--- src/hw/rtl/montgomery_repeated_squaring_defines.svh ---
// ----------------------------------------------------------------------------
// Assertion macros for the Montgomery squaring engine
// Concurrent checks on clk, MRS_ASSERT disabled while rst_n is low; empty in synthesis.
// ----------------------------------------------------------------------------
`ifndef MONTGOMERY_REPEATED_SQUARING_DEFINES_SVH
`define MONTGOMERY_REPEATED_SQUARING_DEFINES_SVH

`ifndef SYNTHESIS
// Check a property on every clock edge out of reset
`define MRS_ASSERT(lbl, prop) \
  lbl: assert property (@(posedge clk) disable iff (!rst_n) prop) \
    else $error("mrs check failed");
// Check a property also during reset
`define MRS_ASSERT_ALWAYS(lbl, prop) \
  lbl: assert property (@(posedge clk) prop) else $error("mrs check failed");
`else
`define MRS_ASSERT(lbl, prop)
`define MRS_ASSERT_ALWAYS(lbl, prop)
`endif

`endif

--- src/hw/rtl/mrs_ram.sv ---
// ----------------------------------------------------------------------------
// mrs_ram
// Generic single-write, single-read RAM with registered read data.
// ----------------------------------------------------------------------------
module mrs_ram #(
  parameter int WIDTH = 64,
  parameter int DEPTH = 32
) (
  input  logic                                      clk,
  input  logic                                      we,
  input  logic [((DEPTH > 1) ? $clog2(DEPTH) : 1)-1:0] waddr,
  input  logic [WIDTH-1:0]                          wdata,
  input  logic [((DEPTH > 1) ? $clog2(DEPTH) : 1)-1:0] raddr,
  output logic [WIDTH-1:0]                          rdata
);

  logic [WIDTH-1:0] mem [DEPTH];

  // Write and registered read
  always_ff @(posedge clk) begin
    if (we) begin
      mem[waddr] <= wdata;
    end
    rdata <= mem[raddr];
  end

endmodule

--- config.mk ---
export PLATFORM = sky130hd
export DESIGN_NAME = mrs_ram
export DESIGN_NICKNAME = d
export VERILOG_FILES = /design/src/hw/rtl/montgomery_repeated_squaring_defines.svh /design/src/hw/rtl/mrs_ram.sv
export SDC_FILE = /design/constraint.sdc
export NUM_CORES = 2
export LEC_CHECK = 0
export ABC_AREA = 1
export BUFFER_PORTS_ARGS = -buffer_cell sky130_fd_sc_hd__clkbuf_2
export CAP_MARGIN = 20
export CORE_MARGIN = 2
export CORE_UTILIZATION = 62
export DETAILED_ROUTE_END_ITERATION = 10
export PLACE_DENSITY = 0.79
export SETUP_SLACK_MARGIN = 0.4
export SYNTH_ARGS = -nofsm -noshare
export SYNTH_HDL_FRONTEND = slang
export SYNTH_SLANG_ARGS = --single-unit
--- constraint.sdc ---
create_clock -name clk -period 5.8 [get_ports clk]
set_clock_uncertainty 0.2 [all_clocks]
set_input_delay 1.45 -clock clk [delete_from_list [all_inputs] [get_ports clk]]
set_output_delay 1.45 -clock clk [all_outputs]
set_load 0.005 [all_outputs]
==> results.md <==
* Run status: completed
* HPWL after DPL at 105000 µm
* Psw at slightly below 7 mW
* IO Port Bufs at between 100 and 150
* Most frequent cells in the layout: 2376 x nand2_1, 2048 x edfxtp_1, 1800 x nand3_1
* Initial antenna violation count at 14
* Grt ovf at 0
* Worst Max-Slew Pin Slew at 1.19 ns
* CTS clk-pin slew, worst paths at around 0.060 ns
* Max-Cap Viols at 0
* Post-Syn Area at approximately 83000 µm²
* Crit path from: raddr[0]
* Critical path class: input port to flip-flop
* Pwr/cell area at 344 nW/µm²
* Fin. max-slew vios at 0
* FF-to-FF setup slack at about 4.2 ns
* Dpl ws at 1.73 ns
* Die span in y at 370 µm
* Slowest CP cell: buf_8
* RR Endpoint: rdata[6]$_DFF_P_
* Worst slew margin at between 20 and 25%
* Worst EP required at ~6.3 ns
* Commonest non-fill, non-tap cell in the layout: nand2_1
* Clock group share of total power at between 40 and 50%
* Postcts setup bufs at 0
* Worst setup EP type: flip-flop
* Setup crit start kind: input port
* Worst Reg-to-Reg Cells at 8
* Worst-path cell chain: buf_8, inv_16, buf_12, nand2_1, nand3_1, nand3_1, nand2_1, nand2_1, nand2_1, nand2_1, nand2_1
* Count of different cell masters after synthesis at 13
* Vias/cell at approximately 6.3
* Global placement routability congestion at 0.797
* Fmax at 285 MHz
* Critical Path Sink: rdata[16]$_DFF_P_
* TritonCTS Sinks at between 2000 and 2500
* Cell row count at 134
* Worst path bufs/invs at 3
* CP Max Fanout at 228
* Vias at approximately 55000
* Die ar. at around 140000 µm²
* Switching part of the total at between 20% and 30%
* Filler Cells Inserted at roughly 8500
* Pint at around 25 mW
* CTS buffer count at around 200
* Total power at about 32 mW
* Core outline area at 133000 µm²
* Multiplexer share of the synthesized area at 0%
* First-pass GRT wire length at roughly 320000 µm
* Post_cts resized at 0
* Setup violators final at 0
* First-pass iteration count of the detailed router at 6
* Area after DPL at ~85000 µm²
* Main combinational cell family by area after synthesis: simple AND/OR/NAND/NOR gates
* Crit path max-delay family: buffers and inverters
* Vias in the first global route at between 50000 and 60000
* GRT Total Usage at between 30% and 40%
* Root buf cell: clkbuf_16
* Comb pwr share at between 5 and 6%
* RSZ-0062 raised after global routing: false
* Num ports at 140
* WP depth at 11
* Adder-cell share of the synthesized area at 0%
* Nets at 6848
* H-Tree Depth at 4
* Residual DRC at 0
* Cts hold-fix bufs at 0
* Cell repeated most along the worst path: nand2_1
* Design Area, Final at ~92000 µm²
* FF-to-FF Start: mem[24][6]$_DFFE_PP_
* Area fraction in compound gates after synthesis at 0%
* Post-synthesis simple-gate area fraction at 21.7%
* Post-Route Setup TNS at 0 ns
* Critical path's largest stage delay at 0.51 ns
* Largest net degree at the start of global routing at between 200 and 250
* Drt total wl at 212000 µm
* Sequential share of power at a little over half
* Leak pwr at approximately 33 nW
* Syn avg cell area at about 12 µm²
* Final core occ at 69.0%
* CTS tree: done
* Clock Latency Late Sink at between 0.8 and 0.9 ns
* Share of cells above drive strength 1 at between 8 and 9%
* VDD IR max at slightly below 0.3 mV
* Tcrit/Tclk final at approximately 60%
* Yosys Warn Count at 0
* Post-route minimum period at about 3.5 ns
* 1st-iter DRT viols at about 8000
* Syn_nets at roughly 6800
* Fin worst setup slack at approximately 2.3 ns
* Seq cells post-synth at between 2000 and 2500
* CTS Buffer Depth at 3
* WL per Instance at around 24 µm
* DRT antenna net count at 0
* WP data arrival at between 4 and 5 ns
* Initial Utilization at 62.3%
* Cell count after synthesis at about 6800
* Fin. Hold Viols at 0
* Post-synthesis sequential area ratio at about 76%
* Die W at between 300 and 400 µm
* XOR/XNOR share of the synthesized area at 0%
* P&R area growth vs syn at 10.6%
* HP Class: flip-flop to flip-flop
[Yosys cell counts (all sizes together)]
library cell     n  area share [%]
buf            356             2.2
clkbuf          82            0.37
dfxtp           64             1.5
edfxtp        2048              74
inv             10           0.048
nand2         2376              11
nand3         1800              11
nor2            32            0.14
[final cells by class]
cell class | instances | area, µm² | share of cell area, %
Antenna cell | 8 | 20.0 | 0.0218
Clock inverter | 95 | 973 | 1.06
Inverter | 10 | 76.3 | 0.0831
Multi-Input combinational cell | 4208 | 18300 | 19.9
Clock buffer | 275 | 5440 | 5.92
Sequential cell | 2112 | 62800 | 68.4
Tap cell | 1768 | 2210 | 2.41
Timing Repair Buffer | 244 | 2030 | 2.21
[through the flow]
stage / cells / hold WS, ns
after floorplan: 6768 / 0.440
after global placement: 8338 / 0.471
after detailed placement: 8339 / 0.487
after CTS: 8709 / 0.487
after global routing: 8719 / 0.549
final: 8720 / 0.505
[flip-flops by register name, summed over array words and instances, names as in the netlist]
signal / count
rdata: 64
mem: 2048
[kinds of logic after synthesis]
kind of cell / after synthesis
AND/OR/NAND/NOR: 4208
buffers and inverters: 448
flip-flops: 2112
[power by group through the flow]
| stage | logic (mW) | clock network (mW) | registers [mW] |
|---|---|---|---|
| floorplan | 1.03 | 0 | 17.3 |
| global route | 1.95 | 13.4 | 17.1 |
| global placement | 1.69 | 0 | 17.4 |
| CTS | 1.76 | 12.8 | 17.1 |
| finish | 1.79 | 12.7 | 17.1 |
| detailed placement | 1.74 | 0 | 17.4 |
[worst min path at each step]
stage | from | to | slack (ns) | depth (start not counted)
global route | mem[19][22]$_DFFE_PP_ | rdata[22]$_DFF_P_ | 0.55 | 6
CTS | mem[26][34]$_DFFE_PP_ | rdata[34]$_DFF_P_ | 0.49 | 6
global placement | mem[18][22]$_DFFE_PP_ | rdata[22]$_DFF_P_ | 0.47 | 6
floorplan | mem[20][10]$_DFFE_PP_ | rdata[10]$_DFF_P_ | 0.44 | 6
detailed placement | mem[18][12]$_DFFE_PP_ | rdata[12]$_DFF_P_ | 0.49 | 6
finish | mem[19][22]$_DFFE_PP_ | rdata[22]$_DFF_P_ | 0.50 | 6
[per-layer routing]
metal | GRT usage [%] | routed length [µm] | vias up
met5 | 0 | 60 | -
met4 | 12.4 | 7670 | 10
met3 | 5.94 | 24500 | 495
met2 | 49.5 | 101000 | 3592
met1 | 42.2 | 78400 | 26600
li1 | - | - | 24000
[worst reg2reg max path, cell delays in order (launching register included)]
cell and delay, ns:
edfxtp_1 0.36, nand2_1 0.09, nand3_1 0.11, nand3_1 0.13, nand2_1 0.07, nand2_1 0.06, nand2_1 0.06, nand2_1 0.24
nand2_1 0.12
No activity file was read; power rests on OpenSTA's default activity.
