===== config.mk =====
export PLATFORM = sky130hd
export DESIGN_NAME = mrs_mac
export DESIGN_NICKNAME = d
export VERILOG_FILES = /design/src/hw/rtl/montgomery_repeated_squaring_defines.svh /design/src/hw/rtl/mrs_pkg.sv /design/src/hw/rtl/mrs_mac.sv
export SDC_FILE = /design/constraint.sdc
export NUM_CORES = 2
export LEC_CHECK = 0
export BUFFER_PORTS_ARGS = -buffer_cell sky130_fd_sc_hd__buf_2
export CAP_MARGIN = 20
export CORE_ASPECT_RATIO = 1.1
export CORE_MARGIN = 2
export CORE_UTILIZATION = 60
export DETAILED_ROUTE_END_ITERATION = 16
export HOLD_SLACK_MARGIN = 0.15
export PLACE_DENSITY = 0.79
export RECOVER_POWER = 100
export SLEW_MARGIN = 20
export SYNTH_ARGS = -nofsm -noshare
export SYNTH_HDL_FRONTEND = slang
export SYNTH_SLANG_ARGS = --single-unit
export TNS_END_PERCENT = 5

===== constraint.sdc =====
create_clock -name clk -period 14.76 [get_ports clk]
set_input_delay 0.738 -clock clk [delete_from_list [all_inputs] [get_ports clk]]
set_output_delay 0.738 -clock clk [all_outputs]
set_load 0.1 [all_outputs]

===== src/hw/rtl/montgomery_repeated_squaring_defines.svh =====
// ----------------------------------------------------------------------------
// Assertion macros for the Montgomery squaring engine
// Concurrent checks on clk, MRS_ASSERT disabled while rst_n is low; empty in synthesis.
// ----------------------------------------------------------------------------
`ifndef MONTGOMERY_REPEATED_SQUARING_DEFINES_SVH
`define MONTGOMERY_REPEATED_SQUARING_DEFINES_SVH

`ifndef SYNTHESIS
// Check a property on every clock edge out of reset
`define MRS_ASSERT(lbl, prop) \
  lbl: assert property (@(posedge clk) disable iff (!rst_n) prop) \
    else $error("mrs check failed");
// Check a property also during reset
`define MRS_ASSERT_ALWAYS(lbl, prop) \
  lbl: assert property (@(posedge clk) prop) else $error("mrs check failed");
`else
`define MRS_ASSERT(lbl, prop)
`define MRS_ASSERT_ALWAYS(lbl, prop)
`endif

`endif


===== src/hw/rtl/mrs_pkg.sv =====
// ----------------------------------------------------------------------------
// mrs_pkg
// Shared types of the Montgomery squaring engine: commands and MAC port.
// ----------------------------------------------------------------------------
package mrs_pkg;

  // Input word commands
  typedef enum logic [1:0] {
    CMD_LOAD_MOD = 2'd0,
    CMD_LOAD_INV = 2'd1,
    CMD_LOAD_VAL = 2'd2,
    CMD_START    = 2'd3
  } cmd_t;

  // Request to the shared multiply-accumulate unit: a*b + c + d
  typedef struct packed {
    logic        start;
    logic [63:0] a;
    logic [63:0] b;
    logic [63:0] c;
    logic [63:0] d;
  } mac_req_t;

  // Answer of the unit: low and high limb, done pulses for one cycle
  typedef struct packed {
    logic        done;
    logic [63:0] lo;
    logic [63:0] hi;
  } mac_res_t;

endpackage


===== src/hw/rtl/mrs_mac.sv =====
// ----------------------------------------------------------------------------
// mrs_mac
// Limb multiply-accumulate a*b + c + d over four 32x32 partial products.
// ----------------------------------------------------------------------------
module mrs_mac #(
  parameter int LIMB_BITS = 64
) (
  input  logic              clk,
  input  logic              rst_n,
  input  mrs_pkg::mac_req_t req,
  output mrs_pkg::mac_res_t res
);

  logic [63:0]  a_r;
  logic [63:0]  b_r;
  logic [127:0] acc_r;
  logic [1:0]   step_r;
  logic         busy_r;
  logic         done_r;
  logic [31:0]  a_half;
  logic [31:0]  b_half;
  logic [63:0]  pp;
  logic [1:0]   sh_sel;
  logic [127:0] pp_sh;

  // Pick the halves for this step and align the partial product
  always_comb begin
    a_half = step_r[1] ? a_r[63:32] : a_r[31:0];
    b_half = step_r[0] ? b_r[63:32] : b_r[31:0];
    pp     = a_half * b_half;
    sh_sel = {1'b0, step_r[0]} + {1'b0, step_r[1]};
    pp_sh  = {64'b0, pp} << {sh_sel, 5'b0};
  end

  // Sequence the four steps
  always_ff @(posedge clk) begin
    if (!rst_n) begin
      busy_r <= 1'b0;
      done_r <= 1'b0;
      step_r <= 2'd0;
    end else begin
      done_r <= 1'b0;
      if (req.start) begin
        busy_r <= 1'b1;
        step_r <= 2'd0;
      end else if (busy_r) begin
        step_r <= step_r + 2'd1;
        if (step_r == 2'd3) begin
          busy_r <= 1'b0;
          done_r <= 1'b1;
        end
      end
    end
  end

  // Hold operands and accumulate
  always_ff @(posedge clk) begin
    if (req.start) begin
      a_r   <= req.a;
      b_r   <= req.b;
      acc_r <= {64'b0, req.c} + {64'b0, req.d};
    end else if (busy_r) begin
      acc_r <= acc_r + pp_sh;
    end
  end

  assign res.done = done_r;
  assign res.lo   = 64'(acc_r[LIMB_BITS-1:0]);
  assign res.hi   = 64'(acc_r[2*LIMB_BITS-1:LIMB_BITS]);

endmodule


==> summary.txt <==
Run status
  – Outcome: complete, but fails checks
  – Failing checks: capacitance limit, slew limit

Synth
  – Syn Nets: 7940
  – Yosys cell types: 81
  – Most common library cells after synthesis: inv_1, fa_1, nor2_1, nand2_1, ha_1
  – Ys flop type: edfxtp_1
  – Top cells by area, synth: fa_1, edfxtp_1, ha_1
  – YS warnings: 0
  – Synth Instances: approximately 6300
  – Asr flop ratio synth: 0%
  – Post-synth EDFFs: 256
  – Sequential share of the synthesized area: 14.1%
  – Yosys reg bits: 260
  – Post-Syn Area per Cell: 8.70 um2
  – Largest area contributor in the netlist: fa_1
  – Post-synth top area share: 32.7%
  – Top-count cell post-synth: inv_1
  – Post-Syn Area: 55000 um2

Setup path
  – Maximum fanout along the worst path: 28
  – CP most frequent cell: fa_1
  – Max incr delay on CP: 820 ps
  – CP Class: reg2reg
  – Buf/Inv on CP: 6
  – Setup crit end kind: flop
  – CP delay by family, top: adder cells
  – Crit-path slowest cell: nor3_1
  – Worst EP arrival: 14250 ps
  – Startpoint Class: flop
  – Critical Path RT: 15000 ps

Drt
  – Final wirelength: between 150 and 200 mm
  – Vias per std cell: ~6.3
  – Via count: between 40000 and 50000
  – Routed len/inst: 25.5 um
  – Wl on met1: roughly 70 mm
  – Initial DRC count: 5183
  – Met3 wire len: ~24 mm
  – Top routing layer used: met4
  – DRC: 0
  – Met2 WL: 87.2 mm
  – Drt pass-1 iters: 8
  – Number of routed nets with antenna violations: 0

Clocking
  – Clk sink count: 260
  – H-tree depth: 2
  – TritonCTS buffer count: 36
  – Root Buffer: clkbuf_16
  – Hold Buf Count CTS: 0
  – Clock transition at path regs: 70 ps
  – Post-cts sizing count: 0
  – TritonCTS clock tree: yes
  – Setup bufs post-CTS: 0
  – Worst-Skew Late Latency: about 630 ps
  – Worst-case clock buffer depth: 3

Global route
  – Remaining global-route overflow: 0
  – Gr usage total: a little over two fifths
  – Initial antenna violation count: 4
  – Vias in the first global route: 50300
  – First-pass GRT wire length: roughly 300 mm
  – Largest net degree at the start of global routing: 92

Cells and area
  – Register Area: around 8000 um2
  – Share of layout cells above drive strength 1: 7.90%
  – # fillers: 7655
  – Area of the multi-input gates: 42800 um2
  – Nets: 8132
  – Area added between synthesis and finish: 7.29%

Die
  – Die footprint: 94100 um2
  – Die width: slightly below 300 um
  – Core Box Area: 91000 um2
  – # IOs: around 390
  – Initial core utilization: 60.5%
  – Rows: 116
  – Die Y-Extent: ~320 um

Place
  – PortBufs: 387
  – Gpl congestion: 1.05
  – Detailed placement HPWL: between 150 and 200 mm

Run
  – Max_cap viols: 7

STA
  – RSZ-0062 raised after global routing: false
  – Worst slew margin: -185%
  – Setup total negative slack: 0 ps
  – Max frequency: 71.4 MHz
  – Clk_skew: between 50 and 60 ps
  – Period utilisation layout: 94.9%
  – Final critical-path required period: 14000 ps
  – Hold Fails Final Rpt: 0
  – Max-slew violation count: 450
  – Slew at the pin with the worst max-slew slack: between 4000 and 5000 ps
  – Final setup vio count: 0

Min path
  – Worst min-delay path class: in2reg
[worst paths after layout]
check	startpoint	endpoint	slack, ps	depth (start not counted)
max reg2reg	step_r[1]	acc_r[96]	760	40
min reg2reg	busy_r	done_r	610	2
max	step_r[1]	acc_r[96]	760	40
min	req[190]	b_r[62]	280	1
[area by class of cell]
class / instances / area share [%]
Clock buffer: 46 / 1.69
Sequential cell: 260 / 13.2
Timing Repair Buffer: 475 / 4.06
Multi-Input combinational cell: 4817 / 72.4
Tap cell: 1180 / 2.50
Clock inverter: 18 / 0.197
Inverter: 930 / 5.91
Antenna cell: 5 / 0.0212
[cell usage in the layout (no fill, tap or decap), types with 11 or more instances in the layout]
| cell type | n |
|---|---|
| mux2i_2 | 25 |
| and3_1 | 39 |
| nor3_1 | 50 |
| a21o_1 | 157 |
| nand2_1 | 702 |
| nand2b_1 | 30 |
| inv_1 | 928 |
| o22ai_1 | 36 |
| nor2b_1 | 22 |
| a211oi_1 | 20 |
| ha_1 | 455 |
| buf_2 | 239 |
| mux2i_4 | 14 |
| a21oi_1 | 366 |
| buf_4 | 81 |
| nor2_1 | 891 |
| o211ai_1 | 19 |
| nor4_1 | 14 |
| o31ai_1 | 19 |
| clkbuf_16 | 37 |
| or2_2 | 17 |
| xor2_1 | 83 |
| a31oi_1 | 41 |
| fa_1 | 898 |
| edfxtp_1 | 256 |
| mux2i_1 | 46 |
| nand3_1 | 51 |
| o21a_1 | 23 |
| clkbuf_1 | 159 |
| o21bai_1 | 74 |
| xnor2_1 | 154 |
| and2_1 | 42 |
| a21boi_0 | 13 |
| or3_1 | 11 |
| o21ai_0 | 207 |
| nand4_1 | 104 |
| mux2_2 | 66 |
[state kept, by name, indices dropped and copies added, names as in the netlist]
register	cells
acc_r	128
b_r	64
a_r	64
done_r	1
step_r	2
busy_r	1
[per-layer routing]
layer / vias to the layer above / track usage [%]
met2: 3155 / 66.5
met3: 828 / 11.8
li1: 20900 / -
met5: - / 0
met4: 0 / 28.5
met1: 23700 / 51.9
[kinds of logic (layout without fill, tap and decap cells)]
logic type / Yosys count / count (layout) / synth area share [%]
and+or+nand+nor: 2004 / 2004 / 15.4
adders and majority gates: 1353 / 1353 / 43.0
buffers and inverters: 1251 / 1469 / 8.57
AOI/OAI and AO/OA: 1072 / 1072 / 12.2
DFF: 260 / 260 / 14.1
xor gates and xnor gates: 237 / 237 / 3.77
muxes: 151 / 151 / 2.90
other: 0 / 5 / 0
[metrics by stage]
stage                     hold slack (ps)  instance area (um2)  util (%)  setup WS [ps]  instances
after global placement                586                58100      63.9           1570       7661
after global routing                  279                59000      64.9            356       7726
after detailed placement              585                58200      63.9           1520       7662
after floorplan                       468                55000         -           3280       6328
final                                 279                59000      64.9            756       7731
after CTS                             257                59300      65.1           1400       7726
[worst register-to-register path: cells and delay by family (launching register included)]
kind / cells / cell delay [ps]
AO/OA/AOI/OAI: 13 / 3610
XOR/XNOR: 2 / 360
adder cells (fa/ha/maj): 10 / 4080
buffers and inverters: 6 / 1330
flip-flops: 1 / 760
multiplexers: 2 / 1280
AND/OR/NAND/NOR: 7 / 2210
Power is left out: the tool's default activity adds up to more than one toggle a clock period on the data nets, which glitch-free logic cannot reach.
